## config.mk

```make
export PLATFORM = sky130hd
export DESIGN_NAME = uss_ctrl
export DESIGN_NICKNAME = d
export VERILOG_FILES = /design/src/rtl/core/uss_pkg.sv /design/src/rtl/core/uss_ctrl.sv
export SDC_FILE = /design/constraint.sdc
export NUM_CORES = 1
export LEC_CHECK = 0
export ABC_AREA = 1
export BUFFER_PORTS_ARGS = -buffer_cell sky130_fd_sc_hd__buf_2
export CORE_AREA = 2 2 39 41
export DETAILED_ROUTE_END_ITERATION = 16
export DIE_AREA = 0 0 41 43
export PLACE_DENSITY = 0.78
export SYNTH_ARGS = -nofsm -noshare
export SYNTH_HDL_FRONTEND = slang
export SYNTH_SLANG_ARGS = --single-unit
export TNS_END_PERCENT = 100
```

## constraint.sdc

```tcl
create_clock -name clk -period 1.09 [get_ports clk]
set_input_delay 0.0545 -clock clk [delete_from_list [all_inputs] [get_ports clk]]
set_output_delay 0.0545 -clock clk [all_outputs]
set_load 0.01 [all_outputs]
```

## src/rtl/core/uss_pkg.sv

```systemverilog
// shared types and codes for the space-saving top-k block
package uss_pkg;

  localparam logic [1:0] OUT_HIT     = 2'd0;
  localparam logic [1:0] OUT_FILL    = 2'd1;
  localparam logic [1:0] OUT_REPLACE = 2'd2;
  localparam logic [1:0] OUT_DROP    = 2'd3;

  typedef struct packed {
    logic [31:0] key;
    logic [31:0] random_draw;
  } in_t;

  typedef struct packed {
    logic [1:0]  outcome;
    logic [5:0]  final_slot;
    logic [31:0] key_count;
    logic [31:0] evicted_key;
  } out_t;

  typedef struct packed {
    logic        valid;
    logic [31:0] count;
    logic [31:0] key;
  } slot_t;

  // controller to datapath
  typedef struct packed {
    logic clr_step;
    logic accept;
    logic scan_next;
    logic hit;
    logic decide;
    logic repl;
    logic drop;
    logic rd_left;
    logic rd_right;
    logic sift_move;
    logic sift_place;
    logic load_out;
  } cmd_t;

  // datapath to controller
  typedef struct packed {
    logic clr_last;
    logic match;
    logic scan_last;
    logic root_valid;
    logic repl_ok;
    logic lc_ok;
    logic rc_ok;
    logic best_is_pos;
    logic out_busy;
  } sts_t;

endpackage

```

## src/rtl/core/uss_ctrl.sv

```systemverilog
// sequencer: clearing pass, search, draw test and sift-down steps
module uss_ctrl (
  input  logic          clk,
  input  logic          rst_n,
  input  logic          in_valid,
  output logic          in_stall,
  output uss_pkg::cmd_t cmd,
  input  uss_pkg::sts_t sts
);
  import uss_pkg::*;

  typedef enum logic [3:0] {
    S_CLEAR, S_IDLE, S_SCAN, S_DECIDE, S_MUL, S_TEST,
    S_LEFT, S_RIGHT, S_CMP, S_FINISH
  } state_t;

  state_t state_r, state_nxt;

  // next state and commands
  always_comb begin
    state_nxt = state_r;
    cmd       = '0;
    case (state_r)
      S_CLEAR: begin
        cmd.clr_step = 1'b1;
        if (sts.clr_last) state_nxt = S_IDLE;
      end
      S_IDLE: begin
        if (in_valid) begin
          cmd.accept = 1'b1;
          state_nxt  = S_SCAN;
        end
      end
      S_SCAN: begin
        if (sts.match) begin
          cmd.hit   = 1'b1;
          state_nxt = S_LEFT;
        end else if (sts.scan_last) begin
          state_nxt = S_DECIDE;
        end else begin
          cmd.scan_next = 1'b1;
        end
      end
      S_DECIDE: begin
        // root arrives in the same cycle only for a single-slot scan
        if (!sts.root_valid) begin
          cmd.decide = 1'b1;
          state_nxt  = S_LEFT;
        end else begin
          state_nxt = S_MUL;
        end
      end
      S_MUL: state_nxt = S_TEST;
      S_TEST: begin
        if (sts.repl_ok) begin
          cmd.repl  = 1'b1;
          state_nxt = S_LEFT;
        end else begin
          cmd.drop  = 1'b1;
          state_nxt = S_FINISH;
        end
      end
      S_LEFT: begin
        if (sts.lc_ok) begin
          cmd.rd_left = 1'b1;
          state_nxt   = S_RIGHT;
        end else begin
          cmd.sift_place = 1'b1;
          state_nxt      = S_FINISH;
        end
      end
      S_RIGHT: begin
        cmd.rd_right = 1'b1;
        state_nxt    = S_CMP;
      end
      S_CMP: begin
        if (sts.best_is_pos) begin
          cmd.sift_place = 1'b1;
          state_nxt      = S_FINISH;
        end else begin
          cmd.sift_move = 1'b1;
          state_nxt     = S_LEFT;
        end
      end
      S_FINISH: begin
        if (!sts.out_busy) begin
          cmd.load_out = 1'b1;
          state_nxt    = S_IDLE;
        end
      end
      default: state_nxt = S_IDLE;
    endcase
  end

  always_ff @(posedge clk) begin
    if (!rst_n) begin
      state_r <= S_CLEAR;
    end else begin
      state_r <= state_nxt;
    end
  end

  assign in_stall = state_r != S_IDLE;
endmodule

```

==> reports/results.tsv, run 1 <==
stage	metric	value	unit
worst_setup_path	path_delay_family	buffers and inverters	
synthesis	synth_area_per_cell	6.17	µm²
routing	routed_wl	1.42	mm
global_routing	track_usage	18.5	%
routing	drc	0	
power_and_ir_drop	powerDensity	1890	nW/µm²
synthesis	syn_area	457	µm²
synthesis	synthSimpleGateAreaFrac	58.9	%
routing	ant_nets	0	
global_routing	grt_max_degree	8	
worst_setup_path	slowest_stage	dfxtp_4	
global_routing	grt.busiest_layer	met2	
layout	final_common_cell	buf_2	
routing	vias	624	
flow_run	max-cap-violations	0	
synthesis	synth_warnings	0	
global_routing	grt_util_met2	30.9	%
routing	drt-pass1-iter-count	4	
routing	wl_per_cell	10.8	µm
synthesis	muxShareOfSynthArea	0	%
synthesis	syn_nets	86	
worst_setup_path	path_buf_inv	3	
global_routing	met3_usage	2.09	%
place	io_buffer_count	23	
layout	final_cell_mix	20 x buf_2, 12 x nand2_1, 10 x inv_1, 10 x buf_6, 9 x buf_4	
synthesis	ys_ff_latch	4	
synthesis	synth_xor_area_share	0	%
synthesis	async_flop_share	0	%
timing	maxSlewViolCount	0	
layout	biggestRegsByFlops	state_r: 4 flops	
clock_network	cts.htree.levels	1	
worst_setup_path	path_cells	buf_6, nor2_4, buf_6, nand2_2, nor2_1, buf_2	
worst_setup_path	endpoint_kind	output pin	
power_and_ir_drop	switching_power	0.790	mW
layout	areaGrowthSynthToFinish	89.0	%
synthesis	synth_compound_area_share	10.4	%
worst_setup_path	reg2reg_slack	-140	ps
worst_setup_path	arrival	1230	ps
layout	largest_register_ffs	4	
global_routing	grt_overflow	0	
synthesis	ys.flop_type	dfxtp_1	
global_routing	antenna_found_initial	0	
worst_setup_path	required	1040	ps
timing	rsz0062_at_grt	true	
power_and_ir_drop	combPwrFrac	69.1	%
timing	hold_viol_final	0	
clock_network	clockBufferDepth	2	
synthesis	synth_edf_count	0	
synthesis	synth_top_family_by_area	simple AND/OR/NAND/NOR gates	
power_and_ir_drop	clock_power_share	11.1	%
worst_setup_path	slowest_delay	360	ps
die	fp.dieW	41	µm
clock_network	tritoncts	built	
worst_setup_path	reg2reg_depth	9	
global_routing	grt_pass1_vias	582	
timing	setup_violations	15	
worst_setup_path	worstSetupPathType	flop to output pin	
place	postPlaceCellArea	671	µm²
worst_setup_path	worstSetupStartpointType	flop	
timing	fin_ws	-191	ps
layout	nets	130	
timing	slew_headroom	85.6	%
layout	fillers	120	
timing	period_share	117	%
outcome	status	complete, but fails checks	
synthesis	yosys.area_share.adder	0	%
power_and_ir_drop	p_int	0.844	mW
timing	worstMarginPinSlew	216	ps
timing	clock.fmax	781	MHz
layout	drive_gt1_share	66.4	%
timing	timing.setup.tns	-2180	ps
die	die_area	1760	µm²
clock_network	numCtsBuffers	3	
worst_setup_path	crit_cells	6	
die	io-pin-count	25	
power_and_ir_drop	totalPowerFinal	1.63	mW
min_path	hold_path_class	input pin to flop	
clock_network	cts.sinks	4	
layout	largest_register	state_r	
layout	layout.cells.non_filler	132	
worst_setup_path	critPathMaxFanout	4	
clock_network	path_clk_slew	40	ps
routing	viasPerCell	4.73	
timing	finClkSkew	3.27	ps
layout	final_area	863	µm²
place	routabilityCongestion	0.847	
global_routing	grt_util_met1	21.2	%
die	fp.coreArea	1380	µm²
die	rows	14	
power_and_ir_drop	ir_worst_vdd	0.000951	V
die	dieHeight	43	µm
power_and_ir_drop	power_frac_seq	19.8	%
timing	fin_crit	1280	ps
power_and_ir_drop	swShare	48.3	%
clock_network	cts_root_buffer	clkbuf_4	
place	dpl.cell_count	120	
synthesis	syn_inst	74	
layout	insertedDiodeCount	0	
min_path	hold_path_depth	3	
global_routing	grt_pass1_wl	2.26	mm
place	dpl.hpwl	1.02	mm
synthesis	synth.yosys.seq_area_share	17.5	%
worst_setup_path	worst_path_most_repeated_cell	buf_6	
synthesis	yosysUniqueCellTypes	21	
outcome	violations	negative setup slack	
die	initial_core_util	33.0	%
routing	drt_iter0_markers	18	
power_and_ir_drop	leakagePower	0.496	nW
clock_network	clk_latency	230	ps
## through the flow
| step | setup slack [ps] | utilization [%] | hold WS (ps) |
|---|---|---|---|
| floorplan | 9.60 | - | 137 |
| global placement | -48.5 | 48.5 | 270 |
| detailed placement | -57.0 | 48.5 | 269 |
| CTS | -182 | 56.5 | 30.2 |
| global route | -242 | 62.4 | 59.6 |
| finish | -191 | 62.4 | 19.6 |
## final cells by class
type	count	area, µm²	area share (%)
Clock buffer	3	22.5	2.61
Multi-Input combinational cell	54	375	43.5
Inverter	16	70.1	8.12
Tap cell	16	20.0	2.32
Sequential cell	4	95.1	11.0
Timing Repair Buffer	39	280	32.5
## synth_stat cells (2+ instances only)
cell | count | share of area, %
dfxtp_1 | 4 | 18
inv_1 | 12 | 9.9
inv_2 | 4 | 3.3
nand2_1 | 16 | 13
nand3_1 | 5 | 5.5
nand3_2 | 2 | 4.4
nand3b_1 | 2 | 3.3
nor2_1 | 8 | 6.6
nor2_2 | 4 | 5.5
nor2_4 | 4 | 9.9
nor3_2 | 2 | 4.4
o21ai_2 | 2 | 3.8
## power groups by stage
stage,registers (mW),logic (mW),clock network [mW]
final,0.324,1.13,0.181
after global routing,0.336,1.22,0.191
after CTS,0.310,1.01,0.184
after detailed placement,0.297,0.869,0
after global placement,0.294,0.862,0
after floorplan,0.287,0.621,0
## metal layers
layer | vias up | wire length (µm)
met5 | - | 0
met4 | 0 | 40
met2 | 27 | 747
li1 | 317 | -
met1 | 276 | 557
met3 | 4 | 76
## tightest hold or removal path: cells and delay by family
family,cells,cell delay (ps)
buffers and inverters,2,130
and+or+nand+nor,1,40
## logic make-up after synthesis
group,count (synthesis)
AOI/OAI and AO/OA,7
buffers and inverters,16
and+or+nand+nor,47
DFF,4
## worst paths after layout
check	startpoint	to
hold reg to reg	state_r[2]	state_r[3]
hold / removal	rst_n	state_r[3]
setup reg to reg	state_r[1]	state_r[0]
setup / recovery	state_r[1]	cmd[10]
## what timing repair did
action,CTS,global route
setup buffers,7,2
endpoints found under the hold margin,0,0
hold buffers,0,0
gates resized for setup,10,19
cloned,0,0
setup endpoints to repair,17,17
pin swaps,8,15
(Power assumes the default switching activity.)
==> inputs of run 2 (changes only) <==
CTS_CLUSTER_DIAMETER = 200   (was unset)
GPL_TIMING_DRIVEN = 0   (was unset)
PLACE_DENSITY = 0.74   (was 0.78)
==> reports/results.tsv, run 2 (same netlist as run 1, synthesis figures left out) <==
stage	metric	value	unit
outcome	violations	negative setup slack	
timing	fin_crit	1250	ps
timing	worstMarginPinSlew	209	ps
global_routing	track_usage	17.4	%
power_and_ir_drop	ir_worst_vdd	0.000906	V
timing	fin_ws	-162	ps
layout	largest_register_ffs	4	
timing	rsz0062_at_grt	true	
place	io_buffer_count	23	
clock_network	numCtsBuffers	3	
layout	final_cell_mix	19 x buf_2, 13 x nand2_1, 11 x inv_1	
timing	finClkSkew	3.28	ps
routing	routed_wl	1.32	mm
clock_network	clockBufferDepth	2	
clock_network	cts_root_buffer	clkbuf_4	
global_routing	grt_util_met2	25.9	%
layout	insertedDiodeCount	0	
layout	largest_register	state_r	
clock_network	cts_hold_buf	0	
place	routabilityCongestion	0.860	
worst_setup_path	worstSetupPathType	flop to output pin	
routing	ant_nets	0	
timing	period_share	115	%
global_routing	grt_util_met1	25.0	%
layout	final_area	821	µm²
worst_setup_path	endpoint_kind	output pin	
die	io-pin-count	25	
die	die_area	1760	µm²
global_routing	met3_usage	0	%
layout	fillers	124	
timing	setup_violations	17	
layout	nets	124	
clock_network	tritoncts	built	
die	initial_core_util	33.0	%
timing	slew_headroom	86.0	%
clock_network	path_clk_slew	40	ps
clock_network	cts.htree.levels	1	
worst_setup_path	worstSetupStartpointType	flop	
timing	clock.fmax	799	MHz
timing	maxSlewViolCount	0	
layout	areaGrowthSynthToFinish	79.7	%
clock_network	clk_latency	220	ps
global_routing	grt_pass1_vias	526	
routing	drc	0	
clock_network	cts.sinks	4	
die	rows	14	
global_routing	grt_overflow	0	
global_routing	grt_pass1_wl	2.17	mm
routing	drt_iter0_markers	15	
min_path	hold_path_class	input pin to flop	
global_routing	antenna_found_initial	0	
worst_setup_path	critPathMaxFanout	4	
global_routing	grt_max_degree	8	
place	dpl.hpwl	984	µm
place	postPlaceCellArea	618	µm²
routing	drt-pass1-iter-count	4	
power_and_ir_drop	powerDensity	1960	nW/µm²
timing	timing.setup.tns	-1640	ps
die	dieHeight	43	µm
routing	vias	591	
worst_setup_path	arrival	1200	ps
layout	final_common_cell	buf_2	
die	fp.dieW	41	µm
layout	biggestRegsByFlops	state_r: 4 flops	
outcome	status	complete, but fails checks	
routing	viasPerCell	4.69	
layout	drive_gt1_share	62.7	%
timing	hold_viol_final	0	
flow_run	max-cap-violations	0	
worst_setup_path	required	1040	ps
routing	wl_per_cell	10.5	µm
power_and_ir_drop	leakagePower	0.471	nW
global_routing	grt.busiest_layer	met2	
die	fp.coreArea	1380	µm²
## run 2: per-layer routing
metal,wire length [µm],vias up
li1,-,310
met1,582,260
met2,655,19
met3,63,2
met4,16,0
met5,0,-
## run 2: worst paths after layout
path	startpoint	to	slack, ps	depth (start not counted)
min reg2reg	state_r[0]	state_r[1]	660	3
max	state_r[0]	cmd[1]	-160	5
min	rst_n	state_r[3]	30	3
max reg2reg	state_r[0]	state_r[3]	-150	9
## run 2: timing repair
item	CTS	global route
gates cloned	0	0
setup endpoints to repair	16	17
buffers inserted	6	4
gates resized for setup	18	8
pin swaps	9	12
## run 2: layout make-up
type	count	area, µm²	share of cell area, %
well taps	16	20.0	2.44
multi-input cells	54	390	47.6
flip-flops and latches	4	95.1	11.6
repair buffers	33	223	27.1
inverters	16	70.1	8.54
clock buffers	3	22.5	2.74
## run 2: through the flow
step	instances	util [%]	hold slack (ps)	power (mW)	setup slack, ps
floorplan	74	-	137	0.908	9.60
global placement	113	44.7	255	1.09	-61.6
detailed placement	113	44.7	255	1.12	-86.0
CTS	122	54.3	17.8	1.51	-181
global route	126	59.3	47.2	1.75	-234
finish	126	59.3	28.6	1.61	-162
## run 2: where the power goes
part	switching, mW	leakage (nW)	total [mW]	internal, mW
logic	0.629	0.421	1.10	0.473
clock network	0.0471	0.0138	0.169	0.122
registers	0.112	0.0356	0.334	0.222
total	0.788	0.471	1.61	0.817
## run 2: critical path, cell delays in order (launching register included)
cell and delay, ps:
dfxtp_4 360, buf_4 140, nor2_4 160, nand3_4 110, o21ai_4 80, buf_6 120
==> inputs of run 3 (changes only) <==
BUFFER_PORTS_ARGS = unset   (was -buffer_cell sky130_fd_sc_hd__buf_2)
CTS_CLUSTER_DIAMETER = 40   (was 200)
DONT_BUFFER_PORTS = 1   (was unset)
PLACE_DENSITY = 0.57   (was 0.74)
REMOVE_ABC_BUFFERS = 1   (was unset)
==> reports/results.tsv, run 3 (same netlist as run 1, synthesis figures left out) <==
stage	metric	value	unit
outcome	status	complete, but fails checks	
outcome	violations	negative setup slack	
timing	hold_viol_final	0	
die	fp.coreArea	1380	µm²
layout	biggestRegsByFlops	state_r: 4 flops	
timing	timing.setup.tns	-623	ps
place	dpl.hpwl	874	µm
layout	fin_util	45.7	%
timing	maxSlewViolCount	0	
clock_network	cts.sinks	4	
clock_network	clk_latency	230	ps
worst_setup_path	critPathMaxFanout	5	
timing	finClkSkew	1.17	ps
worst_setup_path	required	1250	ps
flow_run	max-cap-violations	0	
layout	final_common_cell	nand2_1	
clock_network	path_clk_slew	40	ps
global_routing	grt_max_degree	8	
global_routing	grt_util_met1	17.7	%
power_and_ir_drop	ir_worst_vdd	0.000720	V
timing	fin_ws	-118	ps
layout	largest_register	state_r	
clock_network	clockBufferDepth	2	
global_routing	grt.busiest_layer	met2	
clock_network	numCtsBuffers	3	
timing	worstMarginPinSlew	361	ps
clock_network	cts.htree.levels	1	
min_path	hold_path_class	input pin to flop	
routing	drc	0	
worst_setup_path	worstSetupPathType	flop to flop	
global_routing	grt_pass1_wl	1.70	mm
routing	viasPerCell	4.91	
clock_network	cts_root_buffer	clkbuf_4	
routing	drt_iter0_markers	8	
power_and_ir_drop	powerDensity	2220	nW/µm²
timing	clock.fmax	828	MHz
routing	wl_per_cell	11.7	µm
die	dieHeight	43	µm
power_and_ir_drop	totalPowerFinal	1.40	mW
routing	drt-pass1-iter-count	4	
layout	drive_gt1_share	55.0	%
layout	final_cell_mix	14 x nand2_1, 9 x inv_1, 8 x nor2_4	
routing	vias	471	
die	die_area	1760	µm²
die	initial_core_util	33.0	%
worst_setup_path	endpoint_kind	flop	
layout	insertedDiodeCount	0	
timing	rsz0062_at_grt	true	
global_routing	grt_overflow	0	
place	io_buffer_count	0	
die	fp.dieW	41	µm
timing	setup_violations	11	
die	rows	14	
timing	slew_headroom	75.8	%
clock_network	tritoncts	built	
layout	nets	94	
place	routabilityCongestion	0.826	
global_routing	antenna_found_initial	0	
timing	worst_hold_slack	9.71	ps
global_routing	track_usage	14.0	%
global_routing	grt_util_met2	22.2	%
power_and_ir_drop	leakagePower	0.316	nW
worst_setup_path	worstSetupStartpointType	flop	
global_routing	met3_usage	0.524	%
layout	areaGrowthSynthToFinish	38.4	%
timing	fin_crit	1210	ps
global_routing	grt_pass1_vias	433	
timing	period_share	111	%
layout	largest_register_ffs	4	
die	io-pin-count	25	
worst_setup_path	arrival	1360	ps
layout	fillers	143	
routing	routed_wl	1.12	mm
routing	ant_nets	0	
## run 3: changes by cell type in the layout (fill, tap and decap cells not counted), sizes merged
cell / delta
dlygate4sd3: +1
buf: -31
## run 3: area by class of cell
type / instances / area, µm² / share of cell area (%)
inverter: 16 / 70.1 / 11.1
tap: 16 / 20.0 / 3.17
multi-input combinational: 54 / 399 / 63.2
clock buffer: 3 / 22.5 / 3.56
timing repair buffer: 3 / 25.0 / 3.96
sequential: 4 / 95.1 / 15.0
## run 3: repair_timing
action / 4_1_cts / 5_1_grt
buffers inserted: 0 / 2
gates resized for setup: 22 / 12
hold buffers: 1 / 0
pin swaps: 2 / 9
endpoints found under the setup margin: 16 / 16
hold endpoints to repair: 2 / 0
## run 3: final timing paths
path         cells after the start    endpoint       start  slack [ps]
min reg2reg                      3  state_r[1]  state_r[0]         640
min                              2  state_r[2]      sts[7]          10
max                              8  state_r[1]  state_r[2]        -120
max reg2reg                      8  state_r[1]  state_r[2]        -120
## run 3: critical path, cell delays in order, from the launching register on
cell and delay [ps]:
dfxtp_4 390, inv_4 60, nor2_4 150, nand2_4 90, nor2_4 130, nor2_2 70, nand2_1 60, nand2_1 60
a21oi_2 120
## run 3: metal layers
metal | wire, µm | vias up
li1 | - | 247
met1 | 445 | 212
met2 | 637 | 12
met3 | 40 | 0
met4 | 0 | 0
met5 | 0 | -
## run 3: power by group
group	switching [mW]	internal, mW
clock	0.0508	0.123
combinational	0.583	0.309
sequential	0.114	0.222
## run 3: per-stage QoR
step	cells	cell area (µm²)	worst slack, ps
2_1_floorplan	74	457	-76.4
3_3_place_gp	90	477	-274
3_5_place_dp	90	477	-264
4_1_cts	94	573	-102
5_1_grt	96	632	-191
6_report	96	632	-118
